`config.mk`:
```
export PLATFORM = sky130hd
export DESIGN_NAME = bscm_div
export DESIGN_NICKNAME = d
export VERILOG_FILES = /design/src/hw/rtl/bscm_pkg.sv /design/src/hw/rtl/bscm_div.sv
export SDC_FILE = /design/constraint.sdc
export NUM_CORES = 1
export LEC_CHECK = 0
export BUFFER_PORTS_ARGS = -buffer_cell sky130_fd_sc_hd__buf_2
export CELL_PAD_IN_SITES_DETAIL_PLACEMENT = 1
export CELL_PAD_IN_SITES_GLOBAL_PLACEMENT = 1
export CORE_UTILIZATION = 38
export CTS_CLUSTER_SIZE = 14
export DETAILED_ROUTE_END_ITERATION = 10
export HOLD_SLACK_MARGIN = 0.15
export PLACE_DENSITY = 0.84
export SKIP_CTS_REPAIR_TIMING = 1
export SYNTH_ARGS = -nofsm -noshare
export SYNTH_HDL_FRONTEND = slang
export SYNTH_SLANG_ARGS = --single-unit
```
`constraint.sdc`:
```
create_clock -name clk_i -period 5.3 [get_ports clk_i]
set_input_delay 1.06 -clock clk_i [delete_from_list [all_inputs] [get_ports clk_i]]
set_output_delay 1.06 -clock clk_i [all_outputs]
set_load 0.02 [all_outputs]
```
`src/hw/rtl/bscm_pkg.sv`:
```
// ----------------------------------------------------------------------------
// bscm_pkg
// Shared types and constants of the brush stroke coverage marker.
// ----------------------------------------------------------------------------
package bscm_pkg;

  localparam int CNT_W = 19;
  localparam logic [CNT_W-1:0] COUNT_MAX = 19'h7FFFF;

  // operand width of the step divider: deltas and stamp counts stay below 512
  localparam int DIV_W = 10;

  typedef enum logic [1:0] {
    ACT_BEGIN = 2'd0,
    ACT_MOVE  = 2'd1,
    ACT_END   = 2'd2,
    ACT_CLEAR = 2'd3
  } action_e;

  typedef enum logic [1:0] {
    REG_CANVAS_W = 2'd0,
    REG_CANVAS_H = 2'd1,
    REG_BRUSH    = 2'd2,
    REG_NONE     = 2'd3
  } reg_idx_e;

  typedef struct packed {
    logic             start;
    logic [DIV_W-1:0] dividend;
    logic [DIV_W-1:0] divisor;
  } div_req_t;

  typedef struct packed {
    logic             done;
    logic [DIV_W-1:0] quo;
    logic [DIV_W-1:0] rem;
  } div_rsp_t;

endpackage

```
`src/hw/rtl/bscm_div.sv`:
```
// ----------------------------------------------------------------------------
// bscm_div
// Restoring unsigned divider, one quotient bit per cycle.
// ----------------------------------------------------------------------------
module bscm_div import bscm_pkg::*; (
  input  logic     clk_i,
  input  logic     rst_ni,
  input  div_req_t req_i,
  output div_rsp_t rsp_o
);

  typedef enum logic {
    D_IDLE,
    D_RUN
  } dstate_e;

  dstate_e                      state_q;
  logic [$clog2(DIV_W)-1:0]     step_q;
  logic [DIV_W-1:0]             dvd_q;
  logic [DIV_W-1:0]             dvs_q;
  logic [DIV_W-1:0]             quo_q;
  logic [DIV_W-1:0]             rem_q;
  logic                         done_q;

  logic [DIV_W:0]               trial;
  logic                         fits;

  assign trial = {rem_q, dvd_q[DIV_W-1]};
  assign fits  = trial >= {1'b0, dvs_q};

  always_ff @(posedge clk_i or negedge rst_ni) begin
    if (!rst_ni) begin
      state_q <= D_IDLE;
      step_q  <= '0;
      dvd_q   <= '0;
      dvs_q   <= '0;
      quo_q   <= '0;
      rem_q   <= '0;
      done_q  <= 1'b0;
    end else begin
      done_q <= 1'b0;
      unique case (state_q)
        D_IDLE: begin
          if (req_i.start) begin
            dvd_q   <= req_i.dividend;
            dvs_q   <= req_i.divisor;
            quo_q   <= '0;
            rem_q   <= '0;
            step_q  <= '0;
            state_q <= D_RUN;
          end
        end
        D_RUN: begin
          dvd_q <= {dvd_q[DIV_W-2:0], 1'b0};
          quo_q <= {quo_q[DIV_W-2:0], fits};
          rem_q <= fits ? DIV_W'(trial - {1'b0, dvs_q}) : DIV_W'(trial);
          if (step_q == ($clog2(DIV_W))'(DIV_W - 1)) begin
            done_q  <= 1'b1;
            state_q <= D_IDLE;
          end else begin
            step_q <= step_q + 1'b1;
          end
        end
        default: state_q <= D_IDLE;
      endcase
    end
  end

  assign rsp_o.done = done_q;
  assign rsp_o.quo  = quo_q;
  assign rsp_o.rem  = rem_q;

endmodule

```
-- Yosys cells after proc, flatten, opt, wreduce, memory -nomap -nowiden
Index checks and enable logic that the tools add are counted.
- add/subtract/negate cells: 2
- $mul: 0
- divide/modulo/power cells: 0
- $lt $le $gt $ge: 1
- eq/ne operators: 3
- shift-type cells: 0
- mux-type cells: 14
- bitwise logic cells: 1
- reductions and logical operators: 2
- operators with widths (kind ; count):
    one-hot mux 10 bit (2 select lines) ; 3
    two-way mux 10 bit ; 3
    greater-or-equal comparator 11 x 10 -> 1 bit ; 1
    subtractor 10 bit ; 1
    two-way mux 4 bit ; 2
    one-hot mux 4 bit (2 select lines) ; 1
    adder 4 x 1 -> 4 bit, second input constant ; 1
    equality test 4 bit, second input constant ; 1
    two-way mux 1 bit ; 4
    inequality test 2 bit, second input constant ; 2
    AND reduction 2 bit ; 2
    one-hot mux 1 bit (2 select lines) ; 1
    NOT 1 bit ; 1
- register bits after elaboration: 46
- bits in latches: 0
- RAM bits: 0
- memory bits (read-only): 0
- input bits: 23
- output and inout bits: 21
- word-level logic and storage cells: 30
- memories kept: 0

-- Longest topological paths before layout
Gate-level depths: netlist (run 1).
- depth after elaboration: 3
- depth in mapped cells: 8
- depth with buffers taken out: 8

-- Worst setup path before layout (run 1)
No wires, ideal clock.
- kind: reg2reg
- start: reg rem_q[0]
- end: reg rem_q[6]
- library setup time: 0.126 ns
- arrival: 1.960 ns
- required time: 5.174 ns
- setup slack: 3.214 ns
- cell stages (with the launch flop): 8
- buffers on the path: 0
- clock period less this slack: 2.086 ns
- cell sequence: dfrtp_1 -> inv_1 -> fa_1 -> nand2b_1 -> a21oi_1 -> mux2i_1 -> a221oi_2 -> a311o_1
- word-level cells in the longest chain between the ends: 3
- elaborated cells between the ends (all ways): 4
- those cells by class: add/sub (1); order compare (1); mux (2)
- RTL lines (item ; line ; source):
    from (decl) ; bscm_div.sv:22 ; logic [DIV_W-1:0] rem_q;
    from (signal assigned) ; bscm_div.sv:56 ; rem_q <= fits ? DIV_W'(trial - {1'b0, dvs_q}) : DIV_W'(trial);
    subtractor 10 bit or greater-or-equal comparator 11 x 10 -> 1 bit (tied branches) ; bscm_div.sv:56, bscm_div.sv:29 ;
    two-way mux 10 bit * ; bscm_div.sv:56 ;
    one-hot mux 10 bit (2 select lines) * ; bscm_div.sv:42 ; unique case (state_q)
Mark *: on every way between the ends. The rest lies on a longest branch, timed or not.
A chain may end at the register's enable or synchronous reset.

-- Final worst setup path (run 1)
- start: in req_i[20] (netlist bit)
- end: reg dvs_q[0]
- word-level cells in the longest chain between the ends: 1
- RTL lines (item ; line ; source):
    from (decl) ; bscm_div.sv:8 ; input div_req_t req_i,
    AND reduction 2 bit (no line) ; - ;
    to (signal assigned) ; bscm_div.sv:46 ; dvs_q <= req_i.divisor;
    to (decl) ; bscm_div.sv:20 ; logic [DIV_W-1:0] dvs_q;
Every way passes these cells.

==> metrics.md, run 1 <==
| Metric | Value |
|---|---|
| Status | `finished, violations left` |
| Violated checks | `design-rule violations` |
| Ys flop type | `dfrtp_1` |
| FFs w/ async S/R, synth | `1.00` |
| Vias in the first global route | `2278` |
| Sw power | `~1.1 mW` |
| Cts bufs inserted | `5` |
| Slew at the pin closest to its max-slew limit | `roughly 1.3 ns` |
| Leakage | `1.38 nW` |
| # clock sinks | `46` |
| Final TNS setup | `0 ns` |
| CTS max path bufs | `2` |
| Arrival time at the worst endpoint | `around 3.2 ns` |
| CP max FO | `22` |
| Synth Area in Adders | `0.0660` |
| Final GP Congestion | `just under 0.8` |
| DRC | `2` |
| Area growth from synthesis to layout | `14.4%` |
| Synth Area in Compound Gates | `0.211` |
| Power Density | `roughly 800 nW/um^2` |
| Synth warnings | `0` |
| Min-Delay Path Class | `flip-flop to flip-flop` |
| Worst Path Buf+Inv | `2` |
| GRT Total Usage | `0.192` |
| Max VDD drop | `approximately 300 uV` |
| Pre-Repair DR Iteration Count | `7` |
| Filler Cell Count | `765` |
| Sequential-to-total area share from yosys stat | `0.446` |
| Post-route ant nets | `0` |
| Library cells used by synthesis | `55` |
| Slew headroom | `0.162` |
| Startpoint types | `input port` |
| # nets final | `between 300 and 400` |
| Wire length per cell | `about 16 um` |
| Synth Area in Simple Gates | `0.155` |
| Post-synth EDFFs | `0` |
| Dominant cell type by area after synthesis | `dfrtp_1` |
| CP max stage delay | `0.99 ns` |
| Final setup vio count | `0` |
| Mapped Area | `approximately 2600 um^2` |
| Pre-CTS WS | `approximately 2.0 ns` |
| Clock-pin transition on the worst setup and hold timing paths | `0.10 ns` |
| Max-cap violation count | `0` |
| Req. time, crit path | `between 5 and 6 ns` |
| DR vias | `2119` |
| Die W | `around 84 um` |
| H-tree levels | `2` |
| Via/cell ratio | `between 5 and 6` |
| Crit path capture type | `flip-flop` |
| Count leader, synth | `dfrtp_1` |
| Drt total wl | `around 6.3 mm` |
| Crit Path Class | `input port to flip-flop` |
| Maximum clock frequency | `338 MHz` |
| First-pass GRT wire length | `10.9 mm` |
| Initial Util | `0.399` |
| Cells after Synth | `roughly 270` |
| N_diodes | `0` |
| Maximum number of pins on one net before global-route repair | `47` |
| Crit-path leading delay family | `simple AND/OR/NAND/NOR gates` |
| Mux contribution to synthesized area | `0.0509` |
| Sequential power share | `0.277` |
| Synth Area in XOR/XNOR | `0.0238` |
| I/O pins | `44` |
| Initial DRC Count | `~110` |
| Post-route clock period utilization | `0.557` |
| GRT overflow | `0` |
| Post-synthesis net count | `approximately 310` |
| Switching share of power | `0.473` |
| Final min period | `approximately 3 ns` |
| Cell-internal power | `roughly 1.2 mW` |
| Post-DP HPWL | `4.43 mm` |
| Final Max Slew Viols | `0` |
| Hold Fails Final Rpt | `0` |
| Area of the core | `between 6000 and 7000 um^2` |
| Largest family of logic cells by synthesized area | `compound AO/OA/AOI/OAI gates` |
| Die ar. | `between 7000 and 8000 um^2` |
| Worst setup margin | `between 2 and 2.5 ns` |
| Logic pwr share | `0.608` |
| Final Util | `0.457` |
| RSZ-0062 raised after global routing | `false` |
| Clock root buffer | `clkbuf_8` |
| Layout cells sized above 1 | `0.214` |
| Crit-path cells | `buf_2, inv_1, nor2_1, mux2_2` |
| Port buffer count | `43` |
| CTS tree | `built` |
| Synth top area cells | `dfrtp_1, o21ai_0, nand2_1, ha_1, mux2i_1` |
| Slowest stage cell, crit path | `nor2_1` |
| Setup Skew | `between 0.008 and 0.009 ns` |
| Clock Power Share | `0.115` |
| Skew-Pair Late Insertion Delay | `just over 0.3 ns` |
| Syn Area/Cell | `~9.6 um^2` |
| Area share of the largest cell type after synthesis | `0.446` |
| DIE HEIGHT | `approximately 84 um` |
| Synth cell count leaders | `dfrtp_1, nand2_1, o21ai_0` |
| Initial antenna violation count | `0` |
| Rows | `29` |
| Power Total | `roughly 2.4 mW` |
| Synth Register Bits | `between 40 and 50` |
[area by class of cell]
class,count,area (um^2),share of cell area
clock buffer,5,68.8,0.0233
clock inverter,3,43.8,0.0148
inverter,16,60.1,0.0204
multi-input combinational,194,1310,0.443
sequential,46,1150,0.390
tap,77,96.3,0.0327
timing repair buffer,44,223,0.0755
[power groups by stage]
stage	combinational, mW	sequential [mW]	clock (mW)
after global placement	1.37	0.655	0
after floorplan	1.02	0.718	0
after global routing	1.61	0.674	0.290
after CTS	1.45	0.655	0.280
final	1.44	0.654	0.272
after detailed placement	1.43	0.661	0
[layout by cell type, fill, tap and decap left out, types with 6 or more instances in the layout]
master,count
a21oi_1,8
and3_1,6
buf_2,43
dfrtp_1,46
ha_1,12
inv_1,16
mux2i_1,12
nand2_1,42
nor2_1,11
o21ai_0,33
[worst paths after layout]
| check | slack [ns] | cells past startpoint | from | end |
|---|---|---|---|---|
| max | 2.35 | 4 | req_i[20] | dvs_q[0]$_DFFE_PN0P_ |
| min | 0.49 | 2 | dvd_q[0]$_DFFE_PN0P_ | dvd_q[1]$_DFFE_PN0P_ |
| max reg2reg | 2.82 | 6 | rem_q[7]$_DFFE_PN0P_ | rem_q[3]$_DFFE_PN0P_ |
| min reg2reg | 0.49 | 2 | dvd_q[0]$_DFFE_PN0P_ | dvd_q[1]$_DFFE_PN0P_ |
| max in group asynchronous | 3.72 | 1 | rst_ni | quo_q[7]$_DFFE_PN0P_ |
| min in group asynchronous | 0.94 | 1 | rst_ni | dvd_q[9]$_DFFE_PN0P_ |
[layer usage]
layer  share of wire  GRT usage  up-vias
met5               0          0        -
met4           0.018     0.0663        0
met3           0.030     0.0256       10
met2            0.50      0.340       44
met1            0.45      0.243     1035
li1                -          -     1030
[state kept, by name, indices dropped and copies added (netlist names)]
name / count
step_q: 4
dvs_q: 10
done_q: 1
quo_q: 10
rem_q: 10
dvd_q: 10
state_q: 1
[tightest hold or removal path, delay by kind of cell (launching register included)]
kind	cells	cell delay, ns
flip-flops	1	0.35
AO/OA/AOI/OAI	1	0.06
AND/OR/NAND/NOR	1	0.05
[stage by stage]
step	cells	hold WS (ns)	cell area (um^2)
2_1_floorplan	269	0.452	2580
3_3_place_gp	377	0.464	2840
3_5_place_dp	377	0.476	2840
4_1_cts	385	0.500	2950
5_1_grt	385	0.531	2950
6_report	385	0.490	2950
[cells by family (layout without fill, tap and decap cells)]
group / after synthesis / in the layout
flops: 46 / 46
mux: 13 / 13
xor+xnor: 7 / 7
fa+ha+maj: 13 / 13
compound gates: 77 / 77
buf+inv: 29 / 68
simple gates: 84 / 84
No activity file was read; power rests on OpenSTA's default activity.
==> run 2: changes to the inputs <==
ABC_AREA = 1   (was default)
CORE_UTILIZATION = 37   (was 38)
PLACE_DENSITY = 0.88   (was 0.84)
clock period = 2.58 ns   (was 5.3 ns; I/O delays follow)
==> metrics.md, run 2 <==
| Metric | Value |
|---|---|
| Status | `finished, violations left` |
| Violated checks | `design-rule violations` |
| Switching share of power | `0.487` |
| Arrival time at the worst endpoint | `roughly 2.3 ns` |
| Cell-internal power | `around 2.3 mW` |
| Sw power | `approximately 2.2 mW` |
| Final GP Congestion | `between 0.8 and 0.9` |
| Finished layout cell area | `around 2900 um^2` |
| Initial Util | `0.391` |
| Synth warnings | `0` |
| Final min period | `about 2.1 ns` |
| # nets final | `394` |
| Startpoint types | `flip-flop` |
| Rows | `29` |
| Setup Skew | `about 0.0096 ns` |
| CTS tree | `built` |
| Synth Register Bits | `46` |
| Initial DRC Count | `70` |
| DIE HEIGHT | `roughly 85 um` |
| Syn Area/Cell | `roughly 8.0 um^2` |
| # clock sinks | `46` |
| Leakage | `~1.6 nW` |
| Via/cell ratio | `5.08` |
| RSZ-0062 raised after global routing | `false` |
| RR Startpoint | `rem_q[7]$_DFFE_PN0P_` |
| Placed cell areas | `between 2000 and 3000 um^2` |
| FF-to-FF setup slack | `about 0.45 ns` |
| GRT Total Usage | `0.189` |
| GRT overflow | `0` |
| CTS max path bufs | `2` |
| DR vias | `approximately 2200` |
| Drt total wl | `between 6 and 7 mm` |
| Count leader, synth | `nand2_1` |
| Skew-Pair Late Insertion Delay | `roughly 0.30 ns` |
| N_diodes | `0` |
| Area share of the largest cell type after synthesis | `0.456` |
| Hold Fails Final Rpt | `0` |
| FF-to-FF path depth | `10` |
| Post-synth EDFFs | `0` |
| Req. time, crit path | `between 2 and 3 ns` |
| Slew headroom | `0.282` |
| Maximum number of pins on one net before global-route repair | `31` |
| Logic pwr share | `0.600` |
| Cells after Synth | `roughly 320` |
| Sequential-to-total area share from yosys stat | `0.456` |
| Die ar. | `just over 7000 um^2` |
| Post-route ant nets | `0` |
| Synth top area cells | `dfrtp_1, nand2_1, inv_1, ha_1, nand3b_1` |
| DRC | `4` |
| Clock root buffer | `clkbuf_8` |
| Dominant cell type by area after synthesis | `dfrtp_1` |
| Crit path from | `rem_q[7]$_DFFE_PN0P_` |
| H-tree levels | `2` |
| Sequential power share | `0.277` |
| Min-Delay Path Class | `input port to asynchronous set/reset pin` |
| First-pass GRT wire length | `approximately 11 mm` |
| Wire length per cell | `14.5 um` |
| Layout cells sized above 1 | `0.173` |
| Post-route clock period utilization | `0.824` |
| Most frequent cells in the layout | `nand2_1, inv_1, dfrtp_1` |
| Library cells used by synthesis | `33` |
| Max VDD drop | `496 uV` |
| Max-cap violation count | `0` |
| FFs w/ async S/R, synth | `1.00` |
| Port buffer count | `43` |
| RR Endpoint | `rem_q[9]$_DFFE_PN0P_` |
| Final TNS setup | `0 ns` |
| Crit path to | `rem_q[9]$_DFFE_PN0P_` |
| Clock-pin transition on the worst setup and hold timing paths | `roughly 0.090 ns` |
| Pre-Repair DR Iteration Count | `7` |
| Synth cell count leaders | `nand2_1, inv_1, dfrtp_1` |
| Crit path capture type | `flip-flop` |
| Area of the core | `about 6500 um^2` |
| Cts bufs inserted | `5` |
| Ys flop type | `dfrtp_1` |
| Area growth from synthesis to layout | `15.0%` |
| Most common cell after layout, fill and taps aside | `nand2_1` |
| Mapped Area | `around 2500 um^2` |
| Post-DP HPWL | `between 4 and 5 mm` |
| Vias in the first global route | `around 2300` |
| Initial antenna violation count | `0` |
| Final setup vio count | `0` |
| Final Max Slew Viols | `0` |
| I/O pins | `44` |
| Post-synthesis net count | `352` |
| Power Density | `about 1600 nW/um^2` |
| Die W | `84.6 um` |
| CP max FO | `11` |
| Slew at the pin closest to its max-slew limit | `1.07 ns` |
| Crit Path Class | `flip-flop to flip-flop` |
| Maximum clock frequency | `roughly 470 MHz` |
| Clock Power Share | `0.123` |
run 2: changes by cell type after synthesis, sizes merged, moves of 8 or more:
cell    previous run  this run
inv               16        50
mux2i             12         0
nand3b             1        12
o22ai              1         9
nand3              4        18
nand2             42       109
o21ai             34        15
run 2: kinds of logic (layout without fill, tap and decap cells):
logic type / count (synthesis) / after routing / synth area share
and+or+nand+nor: 153 / 153 / 0.269
buffers and inverters: 61 / 104 / 0.101
xor gates and xnor gates: 3 / 3 / 0.0104
AOI/OAI and AO/OA: 40 / 40 / 0.0957
adders and majority gates: 13 / 13 / 0.0675
DFF: 46 / 46 / 0.456
run 2: routing by layer:
layer,global-route usage,wire length (um),share of wire
met3,0.0275,241,0.038
met2,0.343,3250,0.51
met1,0.225,2740,0.43
met5,0,0,0
met4,0.0755,101,0.016
run 2: power by group through the flow:
| stage | logic [mW] | clock network, mW | registers [mW] |
|---|---|---|---|
| 2_1_floorplan | 1.96 | 0 | 1.41 |
| 3_3_place_gp | 2.61 | 0 | 1.26 |
| 3_5_place_dp | 2.76 | 0 | 1.28 |
| 4_1_cts | 2.79 | 0.575 | 1.27 |
| 5_1_grt | 3.14 | 0.604 | 1.31 |
| 6_report | 2.75 | 0.563 | 1.27 |
run 2: layout make-up:
| class | instances | area (um^2) |
|---|---|---|
| clock buffers | 5 | 68.8 |
| clock inverters | 3 | 43.8 |
| fillers | 820 | 3560 |
| inverters | 50 | 188 |
| multi-input cells | 209 | 1120 |
| flip-flops and latches | 46 | 1150 |
| well taps | 77 | 96.3 |
| repair buffers | 46 | 238 |
run 2: worst min-delay path by stage:
| stage | end | slack (ns) | depth (start not counted) | from |
|---|---|---|---|---|
| 6_report | rem_q[5]$_DFFE_PN0P_ | 0.12 | 1 | rst_ni |
| 3_3_place_gp | step_q[3]$_DFFE_PN0P_ | 0.46 | 1 | step_q[3]$_DFFE_PN0P_ |
| 5_1_grt | rem_q[5]$_DFFE_PN0P_ | 0.15 | 1 | rst_ni |
| 2_1_floorplan | done_q$_DFF_PN0_ | 0.22 | 0 | rst_ni |
| 3_5_place_dp | rem_q[3]$_DFFE_PN0P_ | 0.47 | 1 | rst_ni |
| 4_1_cts | rem_q[5]$_DFFE_PN0P_ | 0.14 | 1 | rst_ni |
run 2: per-stage QoR:
stage	total power [mW]	setup WS [ns]	util	hold slack, ns	cells
finish	4.58	0.454	0.449	0.124	436
global route	5.05	0.314	0.449	0.153	436
CTS	4.63	0.427	0.449	0.138	436
detailed placement	4.04	0.434	0.432	0.474	428
global placement	3.88	0.495	0.432	0.459	428
floorplan	3.37	0.781	-	0.220	316
run 2: critical path: stages (launching register included):
cell	delay, ns
dfrtp_1	0.43
ha_1	0.37
nand2_1	0.08
nand2_1	0.08
a21oi_1	0.11
and2_1	0.46
nand2_4	0.19
nand2_1	0.13
nand2_1	0.06
nand2_1	0.05
nand2_1	0.05
==> run 3: changes to the inputs <==
ABC_AREA = 0   (was 1)
CORE_UTILIZATION = 38   (was 37)
PLACE_DENSITY = 0.87   (was 0.88)
clock period = 1.7 ns   (was 2.58 ns; I/O delays follow)
==> metrics.md, run 3 (same netlist as run 1, synthesis figures left out) <==
| Metric | Value |
|---|---|
| Status | `finished, violations left` |
| Violated checks | `design-rule violations, negative setup slack` |
| Pre-CTS WS | `-0.442 ns` |
| Area growth from synthesis to layout | `43.6%` |
| CP max stage delay | `between 0.3 and 0.4 ns` |
| Req. time, crit path | `between 1.5 and 2 ns` |
| Worst setup margin | `-0.440 ns` |
| Slew headroom | `0.598` |
| Final TNS setup | `-3.49 ns` |
| Drt total wl | `between 9 and 10 mm` |
| Post-route ant nets | `0` |
| N_diodes | `0` |
| Final min period | `between 2 and 2.5 ns` |
| Cts bufs inserted | `5` |
| Hold Fails Final Rpt | `0` |
| Most frequent cells in the layout | `buf_4, buf_2, nand2_1, dfrtp_1, o21ai_0` |
| Clock-pin transition on the worst setup and hold timing paths | `around 0.1 ns` |
| CTS max path bufs | `2` |
| Area of the core | `6460 um^2` |
| Slew at the pin closest to its max-slew limit | `around 0.60 ns` |
| DRC | `3` |
| Filler Cell Count | `~720` |
| Port buffer count | `between 40 and 50` |
| Crit path capture type | `flip-flop` |
| Initial antenna violation count | `0` |
| H-tree levels | `2` |
| Die ar. | `7120 um^2` |
| Vias in the first global route | `between 2000 and 3000` |
| Clock root buffer | `clkbuf_8` |
| Wire length per cell | `between 20 and 25 um` |
| Crit-path leading delay family | `compound AO/OA/AOI/OAI gates` |
| DIE HEIGHT | `~84 um` |
| GRT Total Usage | `0.249` |
| GRT overflow | `0` |
| Final GP Congestion | `between 0.8 and 0.9` |
| Rows | `29` |
| Max-cap violation count | `0` |
| Initial Util | `0.399` |
| Worst Path Buf+Inv | `1` |
| Min-Delay Path Class | `input port to flip-flop` |
| Initial DRC Count | `around 140` |
| RSZ-0062 raised after global routing | `true` |
| Slowest stage cell, crit path | `dfrtp_1` |
| Startpoint types | `flip-flop` |
| Arrival time at the worst endpoint | `roughly 2.3 ns` |
| Fin Hold WS | `0.227 ns` |
| Crit Path Class | `flip-flop to flip-flop` |
| Setup Skew | `slightly above 0.01 ns` |
| First-pass GRT wire length | `around 14 mm` |
| # nets final | `around 400` |
| Layout cells sized above 1 | `0.455` |
| Via/cell ratio | `~5.7` |
| Die W | `~84 um` |
| # clock sinks | `between 40 and 50` |
| Final Util | `0.574` |
| Post-DP HPWL | `6.02 mm` |
| CP max FO | `2` |
| Most common cell after layout, fill and taps aside | `buf_4` |
| Crit-path cells | `inv_2, ha_4, fa_2, nand2b_4, a21oi_4, mux2i_2, a221oi_2, a311o_1` |
| Post-route clock period utilization | `1.26` |
| I/O pins | `between 40 and 50` |
| Final Max Slew Viols | `0` |
| Final setup vio count | `11` |
| Pre-Repair DR Iteration Count | `7` |
| DR vias | `approximately 2500` |
| Skew-Pair Late Insertion Delay | `between 0.3 and 0.4 ns` |
| Maximum clock frequency | `~470 MHz` |
| Maximum number of pins on one net before global-route repair | `47` |
| CTS tree | `built` |
run 3: per-layer routing:
layer,up-vias,GRT usage,part of all wire
met5,-,0,0
met4,0,0.109,0.019
met3,19,0.0334,0.027
met2,52,0.449,0.52
met1,1297,0.299,0.43
li1,1157,-,-
run 3: per-stage QoR:
stage	cell area, um^2	instances
floorplan	2770	269
global placement	3430	429
detailed placement	3430	429
CTS	3520	437
global route	3700	444
finish	3700	444
run 3: area by class of cell:
class | instances | area, um^2 | area share
Clock buffer | 5 | 68.8 | 0.0186
Clock inverter | 3 | 21.3 | 0.00574
Tap cell | 77 | 96.3 | 0.0260
Timing Repair Buffer | 103 | 692 | 0.187
Inverter | 16 | 60.1 | 0.0162
Multi-Input combinational cell | 194 | 1610 | 0.434
Sequential cell | 46 | 1160 | 0.313
run 3: path summary, 6_finish.rpt:
path                                 startpoint                    to  slack (ns)  cells after the start
setup / recovery           dvd_q[9]$_DFFE_PN0P_  rem_q[6]$_DFFE_PN0P_       -0.44                      8
hold / removal                         req_i[6]  dvs_q[6]$_DFFE_PN0P_        0.23                      3
setup reg to reg           dvd_q[9]$_DFFE_PN0P_  rem_q[6]$_DFFE_PN0P_       -0.44                      8
hold reg to reg            dvd_q[5]$_DFFE_PN0P_  dvd_q[6]$_DFFE_PN0P_        0.50                      2
max in group asynchronous                rst_ni  rem_q[7]$_DFFE_PN0P_        0.91                      3
min in group asynchronous                rst_ni  quo_q[5]$_DFFE_PN0P_        0.54                      3
run 3: worst reg2reg max path, delay by kind of cell, from the launching register on:
family,cells,cell delay (ns)
muxes,1,0.26
adders and majority gates,2,0.55
and+or+nand+nor,1,0.18
buffers and inverters,1,0.07
DFF,1,0.39
AOI/OAI and AO/OA,3,0.58
Power of run 3 is not shown: default switching activity piles up to over one toggle a cycle in this logic, so the estimate is an artifact.
